### src/rtl/core/dhpt_ram.sv
// Generic single write port, single read port RAM with registered read.
// No dependencies.
module dhpt_ram #(
  parameter int WIDTH = 8,
  parameter int DEPTH = 16
) (
  input  logic                     clk,
  input  logic                     we,
  input  logic [$clog2(DEPTH)-1:0] waddr,
  input  logic [WIDTH-1:0]         wdata,
  input  logic [$clog2(DEPTH)-1:0] raddr,
  output logic [WIDTH-1:0]         rdata
);
  logic [WIDTH-1:0] mem [DEPTH];

  // write and registered read
  always_ff @(posedge clk) begin
    if (we) begin
      mem[waddr] <= wdata;
    end
    rdata <= mem[raddr];
  end
endmodule

### config.mk
export PLATFORM = sky130hd
export DESIGN_NAME = dhpt_ram
export DESIGN_NICKNAME = d
export VERILOG_FILES = /design/src/rtl/core/dhpt_ram.sv
export SDC_FILE = /design/constraint.sdc
export NUM_CORES = 1
export LEC_CHECK = 0
export ABC_AREA = 0
export ABC_CLOCK_PERIOD_IN_PS = 2600
export BUFFER_PORTS_ARGS = -buffer_cell sky130_fd_sc_hd__buf_2
export CORE_AREA = 8 8 153 155
export DETAILED_ROUTE_END_ITERATION = 16
export DIE_AREA = 0 0 161 163
export PLACE_DENSITY = 0.43
export SYNTH_ARGS = -nofsm -noshare
export SYNTH_HDL_FRONTEND = slang
export SYNTH_SLANG_ARGS = --single-unit
### constraint.sdc
create_clock -name clk -period 2.6 [get_ports clk]
set_clock_uncertainty 0.2 [all_clocks]
set_input_delay 0.52 -clock clk [delete_from_list [all_inputs] [get_ports clk]]
set_output_delay 0.52 -clock clk [all_outputs]
set_load 0.01 [all_outputs]
==> results.tsv <==
stage	metric	value	unit
outcome	status	finished clean	
grt	antenna violations before repair	0	
power_and_ir_drop	maximum VDD drop	0.444	mV
timing	period utilization	65.3	%
setup_path	critical path arrival	1.79	ns
cells_and_area	share of cells above drive strength 1	31.6	%
cts	CTS Root Cell	clkbuf_16	
synth	Synth cell types	19	
worst_hold_path	HP Class	in -> reg	
synth	top post-synthesis cells by area	edfxtp_1 75%, mux4_2 7.9%, mux4_1 7.1%	
place	DP HPWL	7050	microns
detailed_routing	wire per inst	18.4	microns
place	placed cell areas	5730	sq um
floorplan	die height	163	microns
cts	Post-CTS Hold Fix Bufs	0	
timing	RSZ-0062 raised after global routing	false	
cells_and_area	# diodes	0	
detailed_routing	Detailed Routing Iterations Pass 1	4	
timing	f_max	589	MHz
synth	Yosys top cell by area	edfxtp_1	
worst_hold_path	Hold Path Origin	wdata[6]	
cells_and_area	Final Instance Area	6340	sq um
floorplan	Die ar.	26200	sq um
synth	Cell Area, Synth	5150	sq um
synth	syn nets	247	
grt	vias in the first global route	2690	
timing	min Tclk post-route	1.70	ns
cells_and_area	fill count	2081	
place	input/output buffers	25	
setup_path	crit-path cells	buf_2, buf_12, mux4_1, a22oi_1, nand2_1	
detailed_routing	mean number of vias per cell	4.28	
timing	setup TNS	0	ns
cts	H-tree Lvls	4	
grt	Total Routing Usage GR	8.36	%
cts	clk buf depth	2	
setup_path	Worst Path Max Fanout	17	
cells_and_area	fin nets	302	
timing	number of setup violations in the final report	0	
synth	Seq/Total Area, Yosys	77.8	%
cts	Clk Latency, worst-skew pair	0.41	ns
setup_path	WP data required	2.69	ns
setup_path	Slowest cell on crit path	mux4_1	
detailed_routing	DRC violations left	0	
synth	share of the synthesized area in the top cell type	74.7	%
grt	largest net degree at the start of global routing	33	
synth	Synth Warn #	0	
cts	CTS tree	yes	
detailed_routing	1st-iter DRT viols	153	
power_and_ir_drop	Pleak	2.11	nW
cts	Clock Sinks	136	
floorplan	Horiz. Die Dim	161	microns
cts	Post-CTS Resized	0	
setup_path	critical path type	in -> reg	
grt	global route overflow	0	
floorplan	num ports	26	
power_and_ir_drop	power density over the cells	815	nW/um^2
synth	Post-Syn Area per Cell	22.5	sq um
place	GPL Wtd Cong	0.664	
setup_path	largest stage delay on the critical path	0.59	ns
timing	Slew HR	68.9	%
cells_and_area	commonest non-fill, non-tap cell in the layout	edfxtp_1	
setup_path	Crit. End Element	flip-flop	
floorplan	Starting Density	24.7	%
detailed_routing	Final ANT Viol Nets	0	
cells_and_area	area grow syn2layout	23.1	%
synth	FF+latch count, synth	136	
synth	Syn Inst Count	229	
cells_and_area	commonest non-fill, non-tap cells in the layout	128 x edfxtp_1, 25 x buf_2, 18 x mux4_2, 18 x buf_4, 17 x clkbuf_16	
timing	fin. max-slew vios	0	
setup_path	Setup crit start	raddr[0]	
timing	Slew @ Worst Pin	0.466	ns
setup_path	reg2reg start	mem[7][6]$_DFFE_PP_	
detailed_routing	vias	2446	
floorplan	Core Rows	53	
cts	TritonCTS Buffers	17	
cts	post-CTS setup buffers	0	
floorplan	Core Box Area	20800	sq um
setup_path	Startpoint Class	primary input	
detailed_routing	DRT Wirelength	10500	microns
timing	Final Hold Viols	0	
cts	Reg clk slew, reported paths	0.06	ns
grt	global-route wire length before repair	15800	microns
flow_run	Max-Cap Viols	0	
[through the flow]
stage	hold WS, ns	utilization [%]	worst slack [ns]	power [mW]	cells
floorplan	0.419	-	0.387	2.64	229
global route	0.290	30.4	0.866	5.32	572
global placement	0.455	27.5	0.466	2.76	540
CTS	0.281	30.4	0.905	5.22	572
finish	0.294	30.4	0.902	5.17	572
detailed placement	0.458	27.5	0.461	2.76	540
[path summary, 6_finish.rpt]
path | slack [ns] | end | cells after the start
max | 0.90 | rdata[5]$_DFF_P_ | 5
min reg2reg | 0.47 | rdata[5]$_DFF_P_ | 3
max reg2reg | 1.04 | rdata[6]$_DFF_P_ | 3
min | 0.29 | mem[6][6]$_DFFE_PP_ | 1
[cells by family (layout without fill, tap and decap cells)]
kind of cell / after synthesis / count (layout) / synth area share, %
mux: 32 / 32 / 15.0
compound gates: 16 / 16 / 2.33
simple gates: 35 / 35 / 3.18
flops: 136 / 136 / 77.8
buf+inv: 10 / 78 / 1.68
[layout make-up]
type,count,area (sq um),area share (%)
repair buffers,46,320,5.06
well taps,275,344,5.43
clock inverters,14,181,2.86
flip-flops and latches,136,4000,63.2
clock buffers,18,429,6.77
multi-input cells,83,1060,16.7
[synthesized netlist by cell type, drive strengths merged]
master / instances
nor2: 13
nand3b: 2
mux4: 32
nand2b: 2
nand3: 1
buf: 7
nor3: 4
a22oi: 16
or3b: 1
nand2: 9
and2: 1
dfxtp: 8
nor2b: 1
and2b: 1
edfxtp: 128
clkdlybuf4s25: 3
[routing by layer]
| metal | wire length (microns) | global-route usage [%] | vias up |
|---|---|---|---|
| li1 | - | - | 1084 |
| met1 | 4970 | 10.5 | 1288 |
| met2 | 4940 | 13.0 | 61 |
| met3 | 474 | 2.93 | 13 |
| met4 | 121 | 3.41 | 0 |
| met5 | 0 | 0 | - |
[where the power goes]
group	total (mW)	leakage (nW)	switching, mW	internal (mW)
registers	2.47	1.22	0.0150	2.45
clock network	2.46	0.287	0.870	1.59
logic	0.239	0.595	0.136	0.103
[state kept, by name, indices dropped and copies added (netlist names)]
name / count
mem: 128
rdata: 8
[worst max-delay path: cells and delay by family]
kind,cells,cell delay [ns]
muxes,1,0.59
buffers and inverters,2,0.33
and+or+nand+nor,1,0.08
AOI/OAI and AO/OA,1,0.26
Power figures use the tool's default switching activity.
