[config.mk]
export PLATFORM = sky130hd
export DESIGN_NAME = dhpt_divu
export DESIGN_NICKNAME = d
export VERILOG_FILES = /design/src/rtl/core/dhpt_pkg.sv /design/src/rtl/core/dhpt_divu.sv
export SDC_FILE = /design/constraint.sdc
export NUM_CORES = 1
export LEC_CHECK = 0
export BUFFER_PORTS_ARGS = -buffer_cell sky130_fd_sc_hd__buf_4
export CORE_MARGIN = 3
export CORE_UTILIZATION = 40
export DETAILED_ROUTE_END_ITERATION = 8
export PLACE_DENSITY = 0.66
export SYNTH_ARGS = -nofsm -noshare
export SYNTH_HDL_FRONTEND = slang
export SYNTH_SLANG_ARGS = --single-unit
[constraint.sdc]
create_clock -name clk -period 3.7 [get_ports clk]
set_input_delay 0.185 -clock clk [delete_from_list [all_inputs] [get_ports clk]]
set_output_delay 0.185 -clock clk [all_outputs]
set_load 0.02 [all_outputs]
[src/rtl/core/dhpt_pkg.sv]
// Package for the double hashing page table.
// Sizes, widths, command, mark and register codes used by every file but dhpt_ram.sv; no dependencies.
package dhpt_pkg;
  localparam int MAX_PAGES = 64;
  localparam int MEM_WORDS = 4096;

  localparam int CMD_W      = 3;
  localparam int PID_W      = 31;
  localparam int VA_W       = 6;
  localparam int DATA_W     = 32;
  localparam int SLOT_OUT_W = 6;
  localparam int CFG_W      = 7;
  localparam int CFG_IDX_W  = 1;
  localparam int MARK_W     = 2;

  localparam int SLOT_W    = $clog2(MAX_PAGES);
  localparam int STEP_W    = SLOT_W + 1;
  localparam int SUM_W     = SLOT_W + 2;
  localparam int CNT_W     = $clog2(MAX_PAGES + 1);
  localparam int MEM_AW    = $clog2(MEM_WORDS);
  localparam int REM_W     = CFG_W + 1;
  localparam int ENTRY_W   = MARK_W + PID_W;
  localparam int DIV_CNT_W = $clog2(PID_W + 1);
  localparam int A_W       = SLOT_W + CFG_W + 1;
  localparam int LA_W      = (A_W > MEM_AW + 1) ? A_W : MEM_AW + 1;

  localparam logic [CMD_W-1:0] CMD_INSERT = 3'd0;
  localparam logic [CMD_W-1:0] CMD_SEARCH = 3'd1;
  localparam logic [CMD_W-1:0] CMD_WRITE  = 3'd2;
  localparam logic [CMD_W-1:0] CMD_READ   = 3'd3;
  localparam logic [CMD_W-1:0] CMD_REMOVE = 3'd4;

  localparam logic [MARK_W-1:0] MARK_EMPTY   = 2'd0;
  localparam logic [MARK_W-1:0] MARK_USED    = 2'd1;
  localparam logic [MARK_W-1:0] MARK_DELETED = 2'd2;

  localparam logic [CFG_IDX_W-1:0] REG_PAGE_COUNT = 1'b0;
  localparam logic [CFG_IDX_W-1:0] REG_PAGE_SIZE  = 1'b1;
endpackage

[src/rtl/core/dhpt_divu.sv]
// Restoring divider, one quotient bit per cycle, for the hash modulus.
// Depends on dhpt_pkg.
module dhpt_divu (
  input  logic                        clk,
  input  logic                        rst,
  input  logic                        start,
  input  logic [dhpt_pkg::PID_W-1:0]  dividend,
  input  logic [dhpt_pkg::CFG_W-1:0]  divisor,
  output logic                        done,
  output logic [dhpt_pkg::PID_W-1:0]  quot,
  output logic [dhpt_pkg::REM_W-1:0]  rem
);
  logic [dhpt_pkg::PID_W-1:0]     dvd;
  logic [dhpt_pkg::REM_W-1:0]     rem_q;
  logic [dhpt_pkg::DIV_CNT_W-1:0] cnt;
  logic                           busy;
  logic [dhpt_pkg::REM_W-1:0]     rem_sh;
  logic                           ge;

  // shift in next dividend bit and try subtract
  assign rem_sh = {rem_q[dhpt_pkg::REM_W-2:0], dvd[dhpt_pkg::PID_W-1]};
  assign ge     = rem_sh >= {1'b0, divisor};

  always_ff @(posedge clk) begin
    if (rst) begin
      busy <= 1'b0;
      done <= 1'b0;
      cnt  <= '0;
    end else begin
      done <= 1'b0;
      if (start) begin
        busy  <= 1'b1;
        cnt   <= '0;
        dvd   <= dividend;
        rem_q <= '0;
      end else if (busy) begin
        rem_q <= ge ? rem_sh - {1'b0, divisor} : rem_sh;
        dvd   <= {dvd[dhpt_pkg::PID_W-2:0], ge};
        cnt   <= cnt + 1'b1;
        if (cnt == dhpt_pkg::DIV_CNT_W'(dhpt_pkg::PID_W - 1)) begin
          busy <= 1'b0;
          done <= 1'b1;
        end
      end
    end
  end

  assign quot = dvd;
  assign rem  = rem_q;
endmodule

==> results of run 1 <==
per-layer routing:
layer  share of wire, %  GRT usage, %
met2                 48          23.5
met3                5.8          4.17
met4                1.0          4.01
met5                  0             0
met1                 45          19.3
where the power goes:
group / leakage, nW / internal (mW) / switching (mW) / total, mW
sequential: 0.430 / 0.607 / 0.0224 / 0.629
clock: 0.0426 / 0.130 / 0.157 / 0.287
combinational: 0.789 / 0.144 / 0.149 / 0.292
total: 1.26 / 0.881 / 0.329 / 1.21
critical path, stage by stage, from the launching register on:
cell and delay [ns]:
edfxtp_1 0.38, inv_1 0.05, ha_1 0.20, fa_1 0.40, nand2b_1 0.17, o2bb2ai_2 0.16, a31o_4 0.28, a2111oi_4 0.29
o311a_1 0.20
area by class of cell:
class | instances | area share (%)
Timing Repair Buffer | 80 | 19.3
Clock buffer | 6 | 2.33
Inverter | 11 | 1.33
Sequential cell | 46 | 42.1
Tap cell | 72 | 2.89
Clock inverter | 2 | 0.281
Multi-Input combinational cell | 117 | 31.8
cells by family after synthesis:
logic type / Yosys count / synth area share (%)
AND/OR/NAND/NOR: 39 / 8.22
buffers and inverters: 19 / 3.37
multiplexers: 32 / 15.1
XOR/XNOR: 6 / 2.21
AO/OA/AOI/OAI: 30 / 10.3
flip-flops: 46 / 55.2
adder cells (fa/ha/maj): 10 / 5.58
worst paths after layout:
check                    from       to  slack (ns)  cells past startpoint
hold / removal    dividend[2]  quot[2]        0.19                      2
hold reg to reg        cnt[4]     done        0.51                      2
setup reg to reg     quot[30]   rem[7]        1.45                      8
setup / recovery     quot[30]   rem[7]        1.45                      8
state kept, by name (all words and copies together), names as in the netlist:
signal	cells
busy	1
rem	8
done	1
cnt	5
quot	31
through the flow:
step                      setup WS, ns  cells
after floorplan                  0.962    182
after global placement            1.50    326
after detailed placement          1.46    326
after CTS                         1.45    334
after global routing              1.30    334
final                             1.45    334
layout by cell type (no fill, tap or decap), types with 3 or more instances in the layout:
cell type | synthesis | routed
a211oi_1 | 3 | 3
a21oi_1 | 8 | 8
buf_4 | 0 | 80
clkbuf_8 | 0 | 5
dfxtp_1 | 7 | 7
edfxtp_1 | 39 | 39
ha_1 | 9 | 9
inv_1 | 11 | 11
mux2_2 | 31 | 31
nand2_1 | 3 | 3
nand3_1 | 5 | 5
nand4_1 | 4 | 4
nor2_1 | 13 | 12
nor3_1 | 5 | 5
o21a_1 | 3 | 3
o21ai_0 | 4 | 4
xnor2_1 | 3 | 3
xor2_1 | 3 | 3
==> flow_summary.ini, run 1 <==
[sta]
skew_ns = 0.00502
fmax_mhz = 444
fin_crit_ns = 2.25
timing.hold.ws_ns = 0.192
final.period_utilization_pct = 60.9
rsz0062_at_grt = no
tns_ns = 0
final_max_slew_viol_count = 0
hold_viol = 0
max-slew-margin-rel_pct = 25.6
setup-violations-final = 0
tightest_slew_ns = 1.11

[routing]
routedWlPerCell_um = 14.5
via_per_inst = 5.07
drt.antenna.violating_nets = 0
via_count = 1692
drc_errors = 0
firstDrtPassIters = 4
totalWireLength_um = 4860
drt-initial-drc-count = 67

[global_routing]
track_usage_pct = 14.6
grt-ovfl-total = 0
grt_first_pass_wirelength_um = 8270
grt_pass1_vias = 1722
antenna_found_initial = 0
grt_max_degree = 43

[logic_synthesis]
synthArstFlopShare_pct = 0
ys_seq_elements = 46
synthFlopType = edfxtp_1
netlist_top_cells_area = edfxtp_1, mux2_2, dfxtp_1
syn_inst = 182
syn-num-nets = 233
yosysMostFrequentCell = edfxtp_1
yosysUniqueCellTypes = 42
yosysWarnings = 0
synth_top_area_cell = edfxtp_1
postSynthAreaPerCell_um2 = 13.0
synth_common_cells = edfxtp_1, mux2_2, nor2_1
synth_edf_count = 39
synth.yosys.seq_area_share_pct = 55.2
netlist_area_um2 = 2370
yosys.area.top_type_share_pct = 49.3

[pwr]
finalPower_mw = 1.21
leakage_nw = 1.26
powerDensity_nw_per_um2 = 388
vdd_drop_max_v = 0.000241

[clock_tree]
post-cts-setup-buffer-count = 0
clk_path_buf_depth = 2
ctsResizeCount = 0
cts_tree = built
htreeDepth = 2
clkLatencyLatePin_ns = 0.29
path_clk_slew_ns = 0.08
cts-root-buf = clkbuf_8
clock-sinks = 46
cts_hold_buf = 0
cts_buffers = 5

[placed_design]
port-buffer-count = 80
gp_congestion = 0.854
place.detailed.hpwl_um = 3480
postPlaceCellArea_um2 = 3030

[die]
die_x_um = 83.1
die_y_um = 83.1
core_area_um2 = 5640
dieArea_um2 = 6900
num_rows = 27
initial_core_util_pct = 42.1
ios = 81

[worst_setup_path]
required_ns = 3.86
worstSetupPathType = flop to flop
path_max_fanout = 8
start_kind = flop
cp-end-kind = flop
arrival_ns = 2.42

[final_layout]
area_delta_synth_final_pct = 31.2
seqCellArea_um2 = 1310
multiInputGateArea_um2 = 991
fill_cells = 501
drive_gt1_share_pct = 48.5
layout.nets = 312
antenna_cells = 0
post-route-util_pct = 55.2
design_area_um2 = 3120

[job]
drv_cap = 0

[min_path]
worstHoldPathType = primary input to flop

[outcome]
run_status = complete, no violations
Power figures use the tool's default switching activity.
==> run 2: changes to the inputs <==
--- a/config.mk
+++ b/config.mk
@@ -5,11 +5,12 @@
 export SDC_FILE = /design/constraint.sdc
 export NUM_CORES = 1
 export LEC_CHECK = 0
+export ABC_AREA = 1
 export BUFFER_PORTS_ARGS = -buffer_cell sky130_fd_sc_hd__buf_4
 export CORE_MARGIN = 3
 export CORE_UTILIZATION = 40
 export DETAILED_ROUTE_END_ITERATION = 8
-export PLACE_DENSITY = 0.66
+export PLACE_DENSITY = 0.68
 export SYNTH_ARGS = -nofsm -noshare
 export SYNTH_HDL_FRONTEND = slang
 export SYNTH_SLANG_ARGS = --single-unit
==> constraint.sdc (replaced) <==
create_clock -name clk -period 1.8 [get_ports clk]
set_input_delay 0.09 -clock clk [delete_from_list [all_inputs] [get_ports clk]]
set_output_delay 0.09 -clock clk [all_outputs]
set_load 0.02 [all_outputs]
==> flow_summary.ini, run 2 <==
[sta]
final.period_utilization_pct = 102
final_max_slew_viol_count = 0
setup-violations-final = 6
timing.hold.ws_ns = 0.0670
max-slew-margin-rel_pct = 83.6
skew_ns = 0.00724
tns_ns = -0.133
fin_crit_ns = 1.83
timing.final.ws_setup_ns = -0.0338
hold_viol = 0
fmax_mhz = 545
rsz0062_at_grt = yes
tightest_slew_ns = 0.246

[logic_synthesis]
synthArstFlopShare_pct = 0
netlist_top_cells_area = edfxtp_1, nand2_1, dfxtp_1
synth_edf_count = 39
yosysWarnings = 0
synthFlopType = edfxtp_1
synthMuxAreaShare_pct = 0
synth_top_family_by_area = simple AND/OR/NAND/NOR gates
synth_simple_gate_area_share_pct = 31.0
synth-xor-area-share_pct = 1.41
ys_seq_elements = 46
synthAdderAreaFrac_pct = 5.32
syn_inst = 302
yosysUniqueCellTypes = 26
synth.yosys.seq_area_share_pct = 52.6
synth_top_area_cell = edfxtp_1
yosysMostFrequentCell = nand2_1
synth_common_cells = nand2_1, edfxtp_1, inv_1
syn-num-nets = 353
netlist_area_um2 = 2490
synth_compound_area_share_pct = 3.01
postSynthAreaPerCell_um2 = 8.25
yosys.area.top_type_share_pct = 47.0

[clock_tree]
htreeDepth = 2
cts_buffers = 5
clkLatencyLatePin_ns = 0.29
clock-sinks = 46
cts-root-buf = clkbuf_8
cts_tree = built
path_clk_slew_ns = 0.08
cts_hold_buf = 0
clk_path_buf_depth = 2

[final_layout]
largest_reg_flops = 31
final_cell_mix = nand2_1, buf_4, edfxtp_1
drive_gt1_share_pct = 33.8
layout_commonest_cell = nand2_1
design_area_um2 = 3450
layout.nets = 450
antenna_cells = 0
area_delta_synth_final_pct = 38.6

[worst_setup_path]
slowest_stage = fa_2
cp.depth = 11
cp_top_family = adder cells
path_common_cell = nand2_2
worstSetupPathType = flop to flop
slowest_delay_ns = 0.41
rr_startpoint = quot[30]
critPathLaunch = quot[30]
start_kind = flop
arrival_ns = 1.89
required_ns = 1.85
reg2reg_to = rem[5]
rrSetupSlack_ns = -0.03
reg2regPathDepth = 11
worst-path-buf-inv = 2
setup.worst_path.end = rem[5]
cp-end-kind = flop
path_max_fanout = 7
crit_chain = inv_2 > ha_4 > fa_2 > inv_2 > nand2_2 > nand2_2 > nand3_1 > nand2_2 > nor2_4 > nor2_2 > nor2_1

[placed_design]
place.detailed.hpwl_um = 4470
postPlaceCellArea_um2 = 3260
gp_congestion = 0.878
port-buffer-count = 80
dp_slack_ns = -0.0382

[die]
core_area_um2 = 5990
die_x_um = 84.9
ios = 81
die_y_um = 84.9
initial_core_util_pct = 41.6
num_rows = 28
dieArea_um2 = 7210

[routing]
drc_errors = 0
totalWireLength_um = 5880
drt-initial-drc-count = 80
via_count = 2256
routedWlPerCell_um = 12.4
drt.antenna.violating_nets = 0
via_per_inst = 4.75
firstDrtPassIters = 4

[pwr]
combPwrFrac_pct = 28.2
leakage_nw = 1.72
vdd_drop_max_v = 0.000416
seq_power_share_pct = 49.2
finalPower_mw = 2.62
clockPowerShare_pct = 22.6
powerDensity_nw_per_um2 = 759
p_switching_uw = 785
intPower_mw = 1.84
switching_share_pct = 29.9

[global_routing]
grt_pass1_vias = 2117
antenna_found_initial = 0
grt-ovfl-total = 0
track_usage_pct = 16.3
grt_first_pass_wirelength_um = 9640
grt_max_degree = 21

[min_path]
worstHoldPathType = primary input to flop

[job]
drv_cap = 0

[outcome]
violations = setup timing
run_status = complete, but fails checks
-- run 2: how the worst min path moves through the flow --
| stage | slack [ns] | to | depth (start not counted) | from |
|---|---|---|---|---|
| after floorplan | 0.25 | cnt[0] | 3 | rst |
| after global placement | 0.36 | quot[1] | 3 | dividend[1] |
| after detailed placement | 0.36 | quot[26] | 3 | dividend[26] |
| after CTS | 0.06 | quot[26] | 3 | dividend[26] |
| after global routing | 0.07 | quot[7] | 3 | dividend[7] |
| final | 0.07 | quot[12] | 3 | dividend[12] |
-- run 2: per-stage QoR --
step                      util, %  instances
after detailed placement     54.4        461
after global routing         57.7        475
after global placement       54.4        461
final                        57.7        475
after floorplan                 -        302
after CTS                    56.1        470
-- run 2: power groups by stage --
stage	combinational (mW)	clock, mW	sequential [mW]
3_3_place_gp	0.674	0	1.31
4_1_cts	0.696	0.608	1.29
2_1_floorplan	0.335	0	1.39
5_1_grt	0.821	0.660	1.30
6_report	0.739	0.594	1.29
3_5_place_dp	0.686	0	1.31
-- run 2: layout make-up --
class	count	area (µm²)
fill	563	2540
sequential	46	1310
multi-input combinational	213	1100
timing repair buffer	98	736
inverter	35	131
tap	75	93.8
clock buffer	6	72.6
clock inverter	2	8.76
-- run 2: cell families (layout without fill, tap and decap cells) --
kind of cell    Yosys count  in the layout
xor+xnor                  4              4
buf+inv                  43            141
simple gates            188            188
compound gates           11             11
fa+ha+maj                10             10
flops                    46             46
-- run 2: what timing repair did --
action,in CTS,in global routing
hold endpoints to repair,0,0
buffers inserted,1,5
gates resized for setup,4,15
setup endpoints to repair,9,9
pin swaps,1,9
-- run 2: layer usage --
metal	routed length [µm]	up-vias	track usage (%)
li1	-	1143	-
met1	2700	1034	22.4
met2	2790	69	26.8
met3	297	10	3.30
met4	86	0	3.45
met5	0	-	0
-- run 2: worst reg2reg max path, delay by kind of cell, from the launching register on --
| kind | cells | cell delay, ns |
|---|---|---|
| adders and majority gates | 2 | 0.57 |
| and+or+nand+nor | 7 | 0.52 |
| DFF | 1 | 0.37 |
| buffers and inverters | 2 | 0.13 |
